--- config.mk ---
export PLATFORM = sky130hd
export DESIGN_NAME = keyword_vote_smoother_flat
export DESIGN_NICKNAME = d
export VERILOG_FILES = /design/src/rtl/kvs_pkg.sv /design/src/rtl/kvs_ifs.sv /design/src/rtl/kvs_ram.sv /design/src/rtl/kvs_ctrl.sv /design/src/rtl/kvs_dp.sv /design/src/rtl/keyword_vote_smoother.sv /design/src/flat_wrapper.sv
export SDC_FILE = /design/constraint.sdc
export NUM_CORES = 1
export LEC_CHECK = 0
export BUFFER_PORTS_ARGS = -buffer_cell sky130_fd_sc_hd__buf_2
export CAP_MARGIN = 20
export CORE_ASPECT_RATIO = 1.1
export CORE_MARGIN = 5
export CORE_UTILIZATION = 30
export CTS_CLUSTER_SIZE = 16
export DETAILED_ROUTE_END_ITERATION = 8
export PLACE_DENSITY = 0.48
export RECOVER_POWER = 50
export SYNTH_ARGS = -nofsm -noshare
export SYNTH_HDL_FRONTEND = slang
export SYNTH_SLANG_ARGS = --single-unit
--- constraint.sdc ---
create_clock -name clk -period 5.1 [get_ports clk]
set_clock_uncertainty 0.2 [all_clocks]
set_input_delay 0.255 -clock clk [delete_from_list [all_inputs] [get_ports clk]]
set_output_delay 0.255 -clock clk [all_outputs]
set_load 0.005 [all_outputs]
--- src/rtl/kvs_pkg.sv ---
// Types and constants of the keyword vote smoother.
package kvs_pkg;

  localparam int SCORE_W   = 8;
  localparam int CLS_W     = 4;
  localparam int WIN_W     = 6;
  localparam int CNT_W     = 7;
  localparam int TALLY_N   = 16;
  localparam int CFG_IDX_W = 2;

  localparam logic [CNT_W-1:0]          CNT_MAX     = 7'd127;
  localparam logic signed [SCORE_W-1:0] THRESH_RST  = 8'sd0;
  localparam logic [WIN_W-1:0]          EVAL_RST    = 6'd48;
  localparam logic [WIN_W-1:0]          OVERLAP_RST = 6'd24;

  typedef enum logic [CFG_IDX_W-1:0] {
    CFG_THRESHOLD   = 2'd0,
    CFG_EVAL_WINDOW = 2'd1,
    CFG_OVERLAP_MIN = 2'd2
  } cfg_idx_t;

  typedef enum logic [2:0] {
    ST_IDLE,
    ST_VOTE,
    ST_TALLY,
    ST_SCAN,
    ST_DONE
  } state_t;

  typedef struct packed {
    logic take;
    logic vote;
    logic tally_step;
    logic scan_step;
    logic load;
  } dp_cmd_t;

  typedef struct packed {
    logic tally_due;
    logic tally_fin;
    logic scan_last;
  } dp_stat_t;

endpackage

--- src/rtl/kvs_ifs.sv ---
// Handshake channel interfaces for score items and result items.
interface kvs_in_if;
  logic                                 valid;
  logic                                 ready;
  logic signed [kvs_pkg::SCORE_W-1:0]   score;
  logic                                 frame_end;

  modport source(output valid, output score, output frame_end, input ready);
  modport sink(input valid, input score, input frame_end, output ready);
endinterface

interface kvs_out_if;
  logic                        valid;
  logic                        ready;
  logic [kvs_pkg::CLS_W-1:0]   frame_class;
  logic                        voted;
  logic                        window_done;
  logic                        detected;
  logic [kvs_pkg::CLS_W-1:0]   detected_class;
  logic [kvs_pkg::WIN_W-1:0]   detected_count;

  modport source(output valid, output frame_class, output voted, output window_done,
                 output detected, output detected_class, output detected_count,
                 input ready);
  modport sink(input valid, input frame_class, input voted, input window_done,
               input detected, input detected_class, input detected_count,
               output ready);
endinterface

--- src/rtl/kvs_ram.sv ---
// Generic single-write, single-read RAM with registered read data.
module kvs_ram #(
  parameter int WIDTH = 4,
  parameter int DEPTH = 64
) (
  input  logic                     clk,
  input  logic                     we,
  input  logic [$clog2(DEPTH)-1:0] waddr,
  input  logic [WIDTH-1:0]         wdata,
  input  logic                     re,
  input  logic [$clog2(DEPTH)-1:0] raddr,
  output logic [WIDTH-1:0]         rdata
);

  logic [WIDTH-1:0] mem_r [DEPTH];
  logic [WIDTH-1:0] rdata_r;

  always_ff @(posedge clk) begin
    if (we) begin
      mem_r[waddr] <= wdata;
    end
    if (re) begin
      rdata_r <= mem_r[raddr];
    end
  end

  assign rdata = rdata_r;

endmodule

--- src/rtl/kvs_ctrl.sv ---
// Controller state machine that sequences frame argmax, vote, tally and result.
module kvs_ctrl (
  input  logic               clk,
  input  logic               rst_n,
  input  logic               in_valid,
  input  logic               in_frame_end,
  output logic               in_ready,
  input  logic               out_ready,
  output logic               out_valid,
  output kvs_pkg::dp_cmd_t   cmd,
  input  kvs_pkg::dp_stat_t  stat
);

  kvs_pkg::state_t state_r, state_nxt;
  logic            out_valid_r, out_valid_nxt;

  always_ff @(posedge clk) begin
    if (!rst_n) begin
      state_r     <= kvs_pkg::ST_IDLE;
      out_valid_r <= 1'b0;
    end else begin
      state_r     <= state_nxt;
      out_valid_r <= out_valid_nxt;
    end
  end

  always_comb begin
    state_nxt = state_r;
    in_ready  = 1'b0;
    cmd       = '0;
    unique case (state_r)
      kvs_pkg::ST_IDLE: begin
        in_ready = 1'b1;
        cmd.take = in_valid;
        if (in_valid && in_frame_end) begin
          state_nxt = kvs_pkg::ST_VOTE;
        end
      end
      kvs_pkg::ST_VOTE: begin
        cmd.vote  = 1'b1;
        state_nxt = stat.tally_due ? kvs_pkg::ST_TALLY : kvs_pkg::ST_DONE;
      end
      kvs_pkg::ST_TALLY: begin
        cmd.tally_step = 1'b1;
        if (stat.tally_fin) begin
          state_nxt = kvs_pkg::ST_SCAN;
        end
      end
      kvs_pkg::ST_SCAN: begin
        cmd.scan_step = 1'b1;
        if (stat.scan_last) begin
          state_nxt = kvs_pkg::ST_DONE;
        end
      end
      kvs_pkg::ST_DONE: begin
        if (!out_valid_r || out_ready) begin
          cmd.load  = 1'b1;
          state_nxt = kvs_pkg::ST_IDLE;
        end
      end
      default: begin
        state_nxt = kvs_pkg::ST_IDLE;
      end
    endcase
  end

  always_comb begin
    if (cmd.load) begin
      out_valid_nxt = 1'b1;
    end else if (out_ready) begin
      out_valid_nxt = 1'b0;
    end else begin
      out_valid_nxt = out_valid_r;
    end
  end

  assign out_valid = out_valid_r;

endmodule

--- src/rtl/kvs_dp.sv ---
// Datapath with configuration, running argmax, vote history, class tally and result.
module kvs_dp #(
  parameter int NUM_CLASS  = 12,
  parameter int VOTE_DEPTH = 64
) (
  input  logic                                  clk,
  input  logic                                  rst_n,
  input  kvs_pkg::dp_cmd_t                      cmd,
  output kvs_pkg::dp_stat_t                     stat,
  input  logic signed [kvs_pkg::SCORE_W-1:0]    in_score,
  input  logic                                  in_frame_end,
  input  logic                                  cfg_we,
  input  logic [kvs_pkg::CFG_IDX_W-1:0]         cfg_index,
  input  logic [kvs_pkg::SCORE_W-1:0]           cfg_data,
  output logic [kvs_pkg::CLS_W-1:0]             out_frame_class,
  output logic                                  out_voted,
  output logic                                  out_window_done,
  output logic                                  out_detected,
  output logic [kvs_pkg::CLS_W-1:0]             out_detected_class,
  output logic [kvs_pkg::WIN_W-1:0]             out_detected_count
);

  localparam int AW = $clog2(VOTE_DEPTH);

  logic signed [kvs_pkg::SCORE_W-1:0] thresh_r;
  logic [kvs_pkg::WIN_W-1:0]          ewin_r;
  logic [kvs_pkg::WIN_W-1:0]          omin_r;

  logic [kvs_pkg::CLS_W-1:0]          cls_idx_r;
  logic signed [kvs_pkg::SCORE_W-1:0] best_score_r;
  logic [kvs_pkg::CLS_W-1:0]          best_cls_r;

  logic [kvs_pkg::CNT_W-1:0]          vote_count_r, cnt_nxt;
  logic                               voted_w, tally_due_w;
  logic                               voted_r, done_r;

  logic [kvs_pkg::WIN_W-1:0]          rd_idx_r;
  logic                               pend_r;
  logic                               rd_issue, rd_in_mem, ram_we;
  logic [kvs_pkg::CLS_W-1:0]          ram_rdata;
  logic [kvs_pkg::WIN_W-1:0]          tally_r [kvs_pkg::TALLY_N];

  logic [kvs_pkg::CLS_W-1:0]          scan_idx_r;
  logic [kvs_pkg::CLS_W-1:0]          win_cls_r;
  logic [kvs_pkg::WIN_W-1:0]          win_cnt_r;
  logic [kvs_pkg::WIN_W-1:0]          scan_cnt;

  always_ff @(posedge clk) begin
    if (!rst_n) begin
      thresh_r <= kvs_pkg::THRESH_RST;
      ewin_r   <= kvs_pkg::EVAL_RST;
      omin_r   <= kvs_pkg::OVERLAP_RST;
    end else if (cfg_we) begin
      unique case (kvs_pkg::cfg_idx_t'(cfg_index))
        kvs_pkg::CFG_THRESHOLD:   thresh_r <= signed'(cfg_data);
        kvs_pkg::CFG_EVAL_WINDOW: ewin_r   <= cfg_data[kvs_pkg::WIN_W-1:0];
        kvs_pkg::CFG_OVERLAP_MIN: omin_r   <= cfg_data[kvs_pkg::WIN_W-1:0];
        default: begin
        end
      endcase
    end
  end

  // A frame's first score seeds the argmax; later ones under NUM_CLASS win only when larger.
  always_ff @(posedge clk) begin
    if (!rst_n) begin
      cls_idx_r    <= '0;
      best_score_r <= '0;
      best_cls_r   <= '0;
    end else if (cmd.take) begin
      if (cls_idx_r == '0) begin
        best_score_r <= in_score;
        best_cls_r   <= '0;
      end else if ((32'(cls_idx_r) < NUM_CLASS) && (in_score > best_score_r)) begin
        best_score_r <= in_score;
        best_cls_r   <= cls_idx_r;
      end
      cls_idx_r <= in_frame_end ? '0 : cls_idx_r + 1'b1;
    end
  end

  assign voted_w     = best_score_r > thresh_r;
  assign cnt_nxt     = (voted_w && (vote_count_r != kvs_pkg::CNT_MAX)) ?
                       vote_count_r + 1'b1 : vote_count_r;
  assign tally_due_w = cnt_nxt > {1'b0, ewin_r};
  assign ram_we      = cmd.vote && voted_w && (32'(vote_count_r) < VOTE_DEPTH);

  assign rd_issue  = cmd.tally_step && (rd_idx_r < ewin_r);
  assign rd_in_mem = 32'(rd_idx_r) < VOTE_DEPTH;

  kvs_ram #(
    .WIDTH (kvs_pkg::CLS_W),
    .DEPTH (VOTE_DEPTH)
  ) u_hist (
    .clk   (clk),
    .we    (ram_we),
    .waddr (AW'(vote_count_r)),
    .wdata (best_cls_r),
    .re    (rd_issue && rd_in_mem),
    .raddr (AW'(rd_idx_r)),
    .rdata (ram_rdata)
  );

  always_ff @(posedge clk) begin
    if (!rst_n) begin
      vote_count_r <= '0;
      rd_idx_r     <= '0;
      pend_r       <= 1'b0;
      scan_idx_r   <= '0;
    end else begin
      if (cmd.vote) begin
        vote_count_r <= tally_due_w ? '0 : cnt_nxt;
        if (tally_due_w) begin
          rd_idx_r   <= '0;
          pend_r     <= 1'b0;
          scan_idx_r <= kvs_pkg::CLS_W'(1);
        end
      end
      if (cmd.tally_step) begin
        pend_r <= rd_issue && rd_in_mem;
        if (rd_issue) begin
          rd_idx_r <= rd_idx_r + 1'b1;
        end
      end
      if (cmd.scan_step) begin
        scan_idx_r <= scan_idx_r + 1'b1;
      end
    end
  end

  // Silence votes and slots past the history are never reported, so they are not counted.
  always_ff @(posedge clk) begin
    if (cmd.vote && tally_due_w) begin
      for (int i = 0; i < kvs_pkg::TALLY_N; i++) begin
        tally_r[i] <= '0;
      end
    end else if (pend_r && (ram_rdata != '0)) begin
      tally_r[ram_rdata] <= tally_r[ram_rdata] + 1'b1;
    end
  end

  assign scan_cnt = tally_r[scan_idx_r];

  always_ff @(posedge clk) begin
    if (cmd.vote) begin
      voted_r <= voted_w;
      done_r  <= tally_due_w;
      if (tally_due_w) begin
        win_cls_r <= kvs_pkg::CLS_W'(1);
        win_cnt_r <= '0;
      end
    end
    if (cmd.scan_step && (scan_cnt > win_cnt_r)) begin
      win_cls_r <= scan_idx_r;
      win_cnt_r <= scan_cnt;
    end
  end

  always_ff @(posedge clk) begin
    if (cmd.load) begin
      out_frame_class    <= best_cls_r;
      out_voted          <= voted_r;
      out_window_done    <= done_r;
      out_detected       <= done_r && (win_cnt_r > omin_r);
      out_detected_class <= done_r ? win_cls_r : '0;
      out_detected_count <= done_r ? win_cnt_r : '0;
    end
  end

  assign stat.tally_due = tally_due_w;
  assign stat.tally_fin = (rd_idx_r >= ewin_r) && !pend_r;
  assign stat.scan_last = scan_idx_r == kvs_pkg::CLS_W'(NUM_CLASS - 1);

endmodule

--- src/rtl/keyword_vote_smoother.sv ---
// Top level of the keyword vote smoother: controller, datapath and channel ports.
//
//   channel  | direction | payload
//   in_ch    | sink      | score, frame_end
//   out_ch   | source    | frame_class, voted, window_done, detected, detected_class,
//            |           | detected_count
//   cfg_*    | write     | threshold_code, eval_window, overlap_min
//
// Score items that do not end a frame are taken back to back.
// An item that ends a frame passes through the vote state and, when a tally is due, a history
// walk that reads eval_window entries, one read a cycle, then a winner search that visits
// tally counters 1 to NUM_CLASS - 1, one a cycle, before the result is loaded.
// Reset is synchronous and active low; the history needs no clearing pass.
// A stalled result waits in the output register while further non-final items are taken.
module keyword_vote_smoother #(
  parameter int NUM_CLASS  = 12,
  parameter int VOTE_DEPTH = 64
) (
  input  logic                               clk,
  input  logic                               rst_n,
  kvs_in_if.sink                             in_ch,
  kvs_out_if.source                          out_ch,
  input  logic                               cfg_we,
  input  logic [kvs_pkg::CFG_IDX_W-1:0]      cfg_index,
  input  logic [kvs_pkg::SCORE_W-1:0]        cfg_data
);

  kvs_pkg::dp_cmd_t  cmd;
  kvs_pkg::dp_stat_t stat;

  kvs_ctrl u_ctrl (
    .clk          (clk),
    .rst_n        (rst_n),
    .in_valid     (in_ch.valid),
    .in_frame_end (in_ch.frame_end),
    .in_ready     (in_ch.ready),
    .out_ready    (out_ch.ready),
    .out_valid    (out_ch.valid),
    .cmd          (cmd),
    .stat         (stat)
  );

  kvs_dp #(
    .NUM_CLASS  (NUM_CLASS),
    .VOTE_DEPTH (VOTE_DEPTH)
  ) u_dp (
    .clk                (clk),
    .rst_n              (rst_n),
    .cmd                (cmd),
    .stat               (stat),
    .in_score           (in_ch.score),
    .in_frame_end       (in_ch.frame_end),
    .cfg_we             (cfg_we),
    .cfg_index          (cfg_index),
    .cfg_data           (cfg_data),
    .out_frame_class    (out_ch.frame_class),
    .out_voted          (out_ch.voted),
    .out_window_done    (out_ch.window_done),
    .out_detected       (out_ch.detected),
    .out_detected_class (out_ch.detected_class),
    .out_detected_count (out_ch.detected_count)
  );

endmodule

--- src/flat_wrapper.sv ---
// flat-port wrapper written by rule: the top's interface ports become plain ports
module keyword_vote_smoother_flat 
#(
  parameter int NUM_CLASS  = 12,
  parameter int VOTE_DEPTH = 64
)
  (clk, rst_n, cfg_we, cfg_index, cfg_data, in_ch_valid, in_ch_score, in_ch_frame_end, in_ch_ready, out_ch_valid, out_ch_frame_class, out_ch_voted, out_ch_window_done, out_ch_detected, out_ch_detected_class, out_ch_detected_count, out_ch_ready);
  kvs_in_if in_ch_i ();
  kvs_out_if out_ch_i ();
  input  logic clk;
  input  logic rst_n;
  input  logic cfg_we;
  input  logic [kvs_pkg::CFG_IDX_W-1:0] cfg_index;
  input  logic [kvs_pkg::SCORE_W-1:0] cfg_data;
  input wire logic [$bits(in_ch_i.valid)-1:0] in_ch_valid;
  input wire logic [$bits(in_ch_i.score)-1:0] in_ch_score;
  input wire logic [$bits(in_ch_i.frame_end)-1:0] in_ch_frame_end;
  output wire logic [$bits(in_ch_i.ready)-1:0] in_ch_ready;
  output wire logic [$bits(out_ch_i.valid)-1:0] out_ch_valid;
  output wire logic [$bits(out_ch_i.frame_class)-1:0] out_ch_frame_class;
  output wire logic [$bits(out_ch_i.voted)-1:0] out_ch_voted;
  output wire logic [$bits(out_ch_i.window_done)-1:0] out_ch_window_done;
  output wire logic [$bits(out_ch_i.detected)-1:0] out_ch_detected;
  output wire logic [$bits(out_ch_i.detected_class)-1:0] out_ch_detected_class;
  output wire logic [$bits(out_ch_i.detected_count)-1:0] out_ch_detected_count;
  input wire logic [$bits(out_ch_i.ready)-1:0] out_ch_ready;
  assign in_ch_i.valid = in_ch_valid;
  assign in_ch_i.score = in_ch_score;
  assign in_ch_i.frame_end = in_ch_frame_end;
  assign in_ch_ready = in_ch_i.ready;
  assign out_ch_valid = out_ch_i.valid;
  assign out_ch_frame_class = out_ch_i.frame_class;
  assign out_ch_voted = out_ch_i.voted;
  assign out_ch_window_done = out_ch_i.window_done;
  assign out_ch_detected = out_ch_i.detected;
  assign out_ch_detected_class = out_ch_i.detected_class;
  assign out_ch_detected_count = out_ch_i.detected_count;
  assign out_ch_i.ready = out_ch_ready;
  keyword_vote_smoother #(.NUM_CLASS(NUM_CLASS), .VOTE_DEPTH(VOTE_DEPTH)) u_core (.clk(clk), .rst_n(rst_n), .in_ch(in_ch_i), .out_ch(out_ch_i), .cfg_we(cfg_we), .cfg_index(cfg_index), .cfg_data(cfg_data));
endmodule
==> impl_metrics.py <==
metrics = {
    "outcome": {
        "outcome": "finished, violations left",
        "violations": "max-capacitance violations, max-slew violations",
    },
    "cts": {
        "cts_max_level": 2,
        "cts_tree": "built",
        "cts_max_path_buffers": 3,
        "cts_resized": 0,
        "clkTransAtPathRegs_ns": 0.06,
        "cts_sinks": 447,
        "cts_buffers": 50,
        "root_buffer": "clkbuf_16",
        "worstSkewPairLatency_ns": 0.62,
    },
    "power_and_ir_drop": {
        "p_per_area_mw_per_mm2": 341,
        "internal_power_mw": 6.23,
        "pwr-share-clk_pct": 47.2,
        "ir_drop_uv": 235,
        "combPwrFrac_pct": 2.7,
        "p_leak_nw": 7.28,
        "p_sw_share_pct": 21.0,
        "power.switching_mw": 1.66,
        "seq_power_share_pct": 50.1,
    },
    "layout": {
        "drive_gt1_share_pct": 21.2,
        "area_delta_synth_final_pct": 15.6,
        "final_cells": 2272,
        "final_area_mm2": 0.0231,
        "fin_util_pct": 34.9,
        "fillers": 6276,
        "fin_nets": 1441,
    },
    "place": {
        "place_area_mm2": 0.0212,
        "pre_cts_ws_ns": 0.396,
        "dp.cells": 2150,
        "port_buffers": 42,
        "gp_congestion": 0.821,
        "hpwl_mm": 31.2,
    },
    "critical_path": {
        "cp-start-kind": "register",
        "crit_required_ns": 5.31,
        "critical_path_class": "register to register",
        "crit_fanout": 15,
        "critPathArrivalTime_ns": 4.89,
        "cp-end-kind": "register",
    },
    "detailed_routing": {
        "post-route-drc-count": 0,
        "drt-wirelength-per-cell_um": 21.0,
        "drtIter0Drc": 809,
        "first_pass_iters": 6,
        "drt.antenna.violating_nets": 0,
        "wl_mm": 47.8,
        "via_count": 11200,
        "post_drt_via_cell_ratio": 4.93,
    },
    "timing": {
        "drv_slew": 282,
        "finalHoldViolCount": 0,
        "worstMarginPinSlew_ns": 3.14,
        "period_minus_slack_ns": 4.68,
        "rsz0062_at_grt": "no",
        "layout_setup_ws_ns": 0.419,
        "finalCritPeriodShare_pct": 91.8,
        "fmax_mhz": 214,
        "setup_violations": 0,
        "slew_headroom_pct": -110,
        "fin_setup_tns_ns": 0,
    },
    "global_route": {
        "grt_max_degree": 73,
        "track_usage_pct": 13.1,
        "overflow": 0,
        "first_global_vias": 11500,
        "grt_pass1_wl_mm": 72.7,
        "antenna_found_initial": 0,
    },
    "yosys": {
        "syn-instance-count": 1298,
        "synth-main-ff-cell": "edfxtp_1",
        "synthTopCellsByArea": "edfxtp_1 58%, mux4_2 15%, dfxtp_1 6.2%",
        "synthArstFlopShare_pct": 0,
        "ys_ff_latch": 447,
        "yosysTopAreaCell": "edfxtp_1",
        "synthTopCellsByCount": "385 x edfxtp_1, 168 x nor2_1, 135 x mux4_2",
        "synth_cell_types": 68,
        "synth_top_area_share_pct": 57.7,
        "syn_area_per_cell_um2": 15.4,
        "synth.cell_area_mm2": 0.0200,
        "synth_enable_flop_cells": 385,
        "synth.most_common_cell": "edfxtp_1",
        "ys_warn_count": 0,
        "ys_seq_area_share_pct": 63.9,
    },
    "floorplan": {
        "start_util_pct": 30.2,
        "ioPinCount": 43,
        "row_count": 99,
        "die_x_um": 256,
        "dieArea_mm2": 0.0720,
        "coreArea_mm2": 0.0663,
        "die_height_um": 281,
    },
    "hold_path": {
        "hold_path.class": "input pin to register",
    },
    "run": {
        "max_cap_violations": 5,
    },
}
-- worst max-delay path, cell delays in order (launching register included) --
cell	delay [ns]
dfxtp_1	0.31
inv_1	0.05
ha_1	0.31
a21oi_1	0.20
o211ai_1	0.10
o311a_1	0.44
and3_1	0.25
xor2_1	0.16
ha_1	0.32
a21o_1	0.16
a211o_1	0.28
o21bai_1	0.14
a21bo_2	0.32
nand2_1	0.31
buf_4	0.28
nand4_1	0.43
nor2_1	0.21
-- stage by stage --
| step | power [mW] | hold WS [ns] |
|---|---|---|
| after floorplan | 4.17 | 0.194 |
| after global placement | 4.23 | 0.213 |
| after detailed placement | 4.23 | 0.223 |
| after CTS | 7.99 | 0.00478 |
| after global routing | 8.17 | 0.0667 |
| final | 7.89 | 0.0389 |
-- final cells by class --
cell class	count	area, um2	share of cell area (%)
sequential	447	12800	55.3
multi-input combinational	730	6710	29.0
clock buffer	68	1400	6.04
tap	858	1070	4.64
timing repair buffer	93	623	2.69
clock inverter	26	338	1.46
inverter	49	184	0.795
antenna	1	2.50	0.0108
-- what timing repair did --
item,CTS,global route
endpoints found under the hold margin,35,0
hold buffers,23,0
setup buffers,0,0
setup endpoints to repair,0,0
-- sequential cells by signal (all words and copies together), names as in the netlist, 6 cells and up, named ones only --
register and cells:
u_core.u_dp.best_score_r 8, u_core.u_dp.ewin_r 6, u_core.u_dp.rd_idx_r 6, u_core.u_dp.out_detected_count 6
u_core.u_dp.omin_r 6, u_core.u_dp.u_hist.mem_r 256, u_core.u_dp.win_cnt_r 6, u_core.u_dp.thresh_r 8
u_core.u_dp.vote_count_r 7, u_core.u_dp.tally_r 96
-- logic make-up (layout without fill, tap and decap cells) --
family	Yosys count	count (layout)	synth area share [%]
XOR/XNOR	7	7	0.306
buffers and inverters	126	236	2.64
adder cells (fa/ha/maj)	46	46	2.87
AO/OA/AOI/OAI	120	120	3.94
other	1	7	0.0187
multiplexers	164	164	17.0
AND/OR/NAND/NOR	387	387	9.24
flip-flops	447	447	63.9
-- final timing paths --
check,start,endpoint,slack [ns],depth (start not counted)
worst min register to register,u_core.u_dp.voted_r,u_core.u_dp.out_voted,0.23,0
worst min-delay path,rst_n,u_core.u_dp.omin_r[4],0.04,3
worst max-delay path,u_core.u_dp.thresh_r[5],u_core.u_dp.tally_r[15][1],0.42,16
worst max register to register,u_core.u_dp.thresh_r[5],u_core.u_dp.tally_r[15][1],0.42,16
-- placed cells by master, fill, tap and decap left out, types with 4 or more instances in the layout --
master and count:
mux2i_1 22, ha_1 46, a31oi_1 7, buf_4 14, and2_1 14, o21ai_0 37
inv_1 49, xor2_1 5, edfxtp_1 385, nor3_1 6, nand2b_1 11, clkbuf_16 50
o21a_1 4, a21boi_0 6, clkinv_2 12, nor2b_1 31, nor2_1 168, nor2_2 15
a22oi_1 9, nand2_1 69, dlygate4sd3_1 23, clkbuf_8 8, nand3_1 20, a21o_1 7
a21oi_1 25, mux4_1 5, conb_1 6, bufinv_16 5, nand3b_1 10, mux4_2 135
dfxtp_1 59, buf_2 30, o211ai_1 4, clkbuf_1 30, and3_1 9, and2_0 7
nand4_1 7
-- power by group through the flow --
| stage | clock (mW) | sequential [mW] | combinational, mW |
|---|---|---|---|
| floorplan | 0 | 4.02 | 0.144 |
| global placement | 0 | 4.03 | 0.201 |
| detailed placement | 0 | 4.03 | 0.205 |
| CTS | 3.82 | 3.95 | 0.220 |
| global route | 3.98 | 3.95 | 0.242 |
| finish | 3.72 | 3.95 | 0.215 |
-- layer usage --
metal  track usage (%)  share of wire (%)  vias up
met5                 0                  0        -
met2              21.9                 48      260
li1                  -                  -     5119
met4              3.94                2.8        0
met1              17.6                 44     5749
met3              2.40                4.6       80
(Power assumes the default switching activity.)
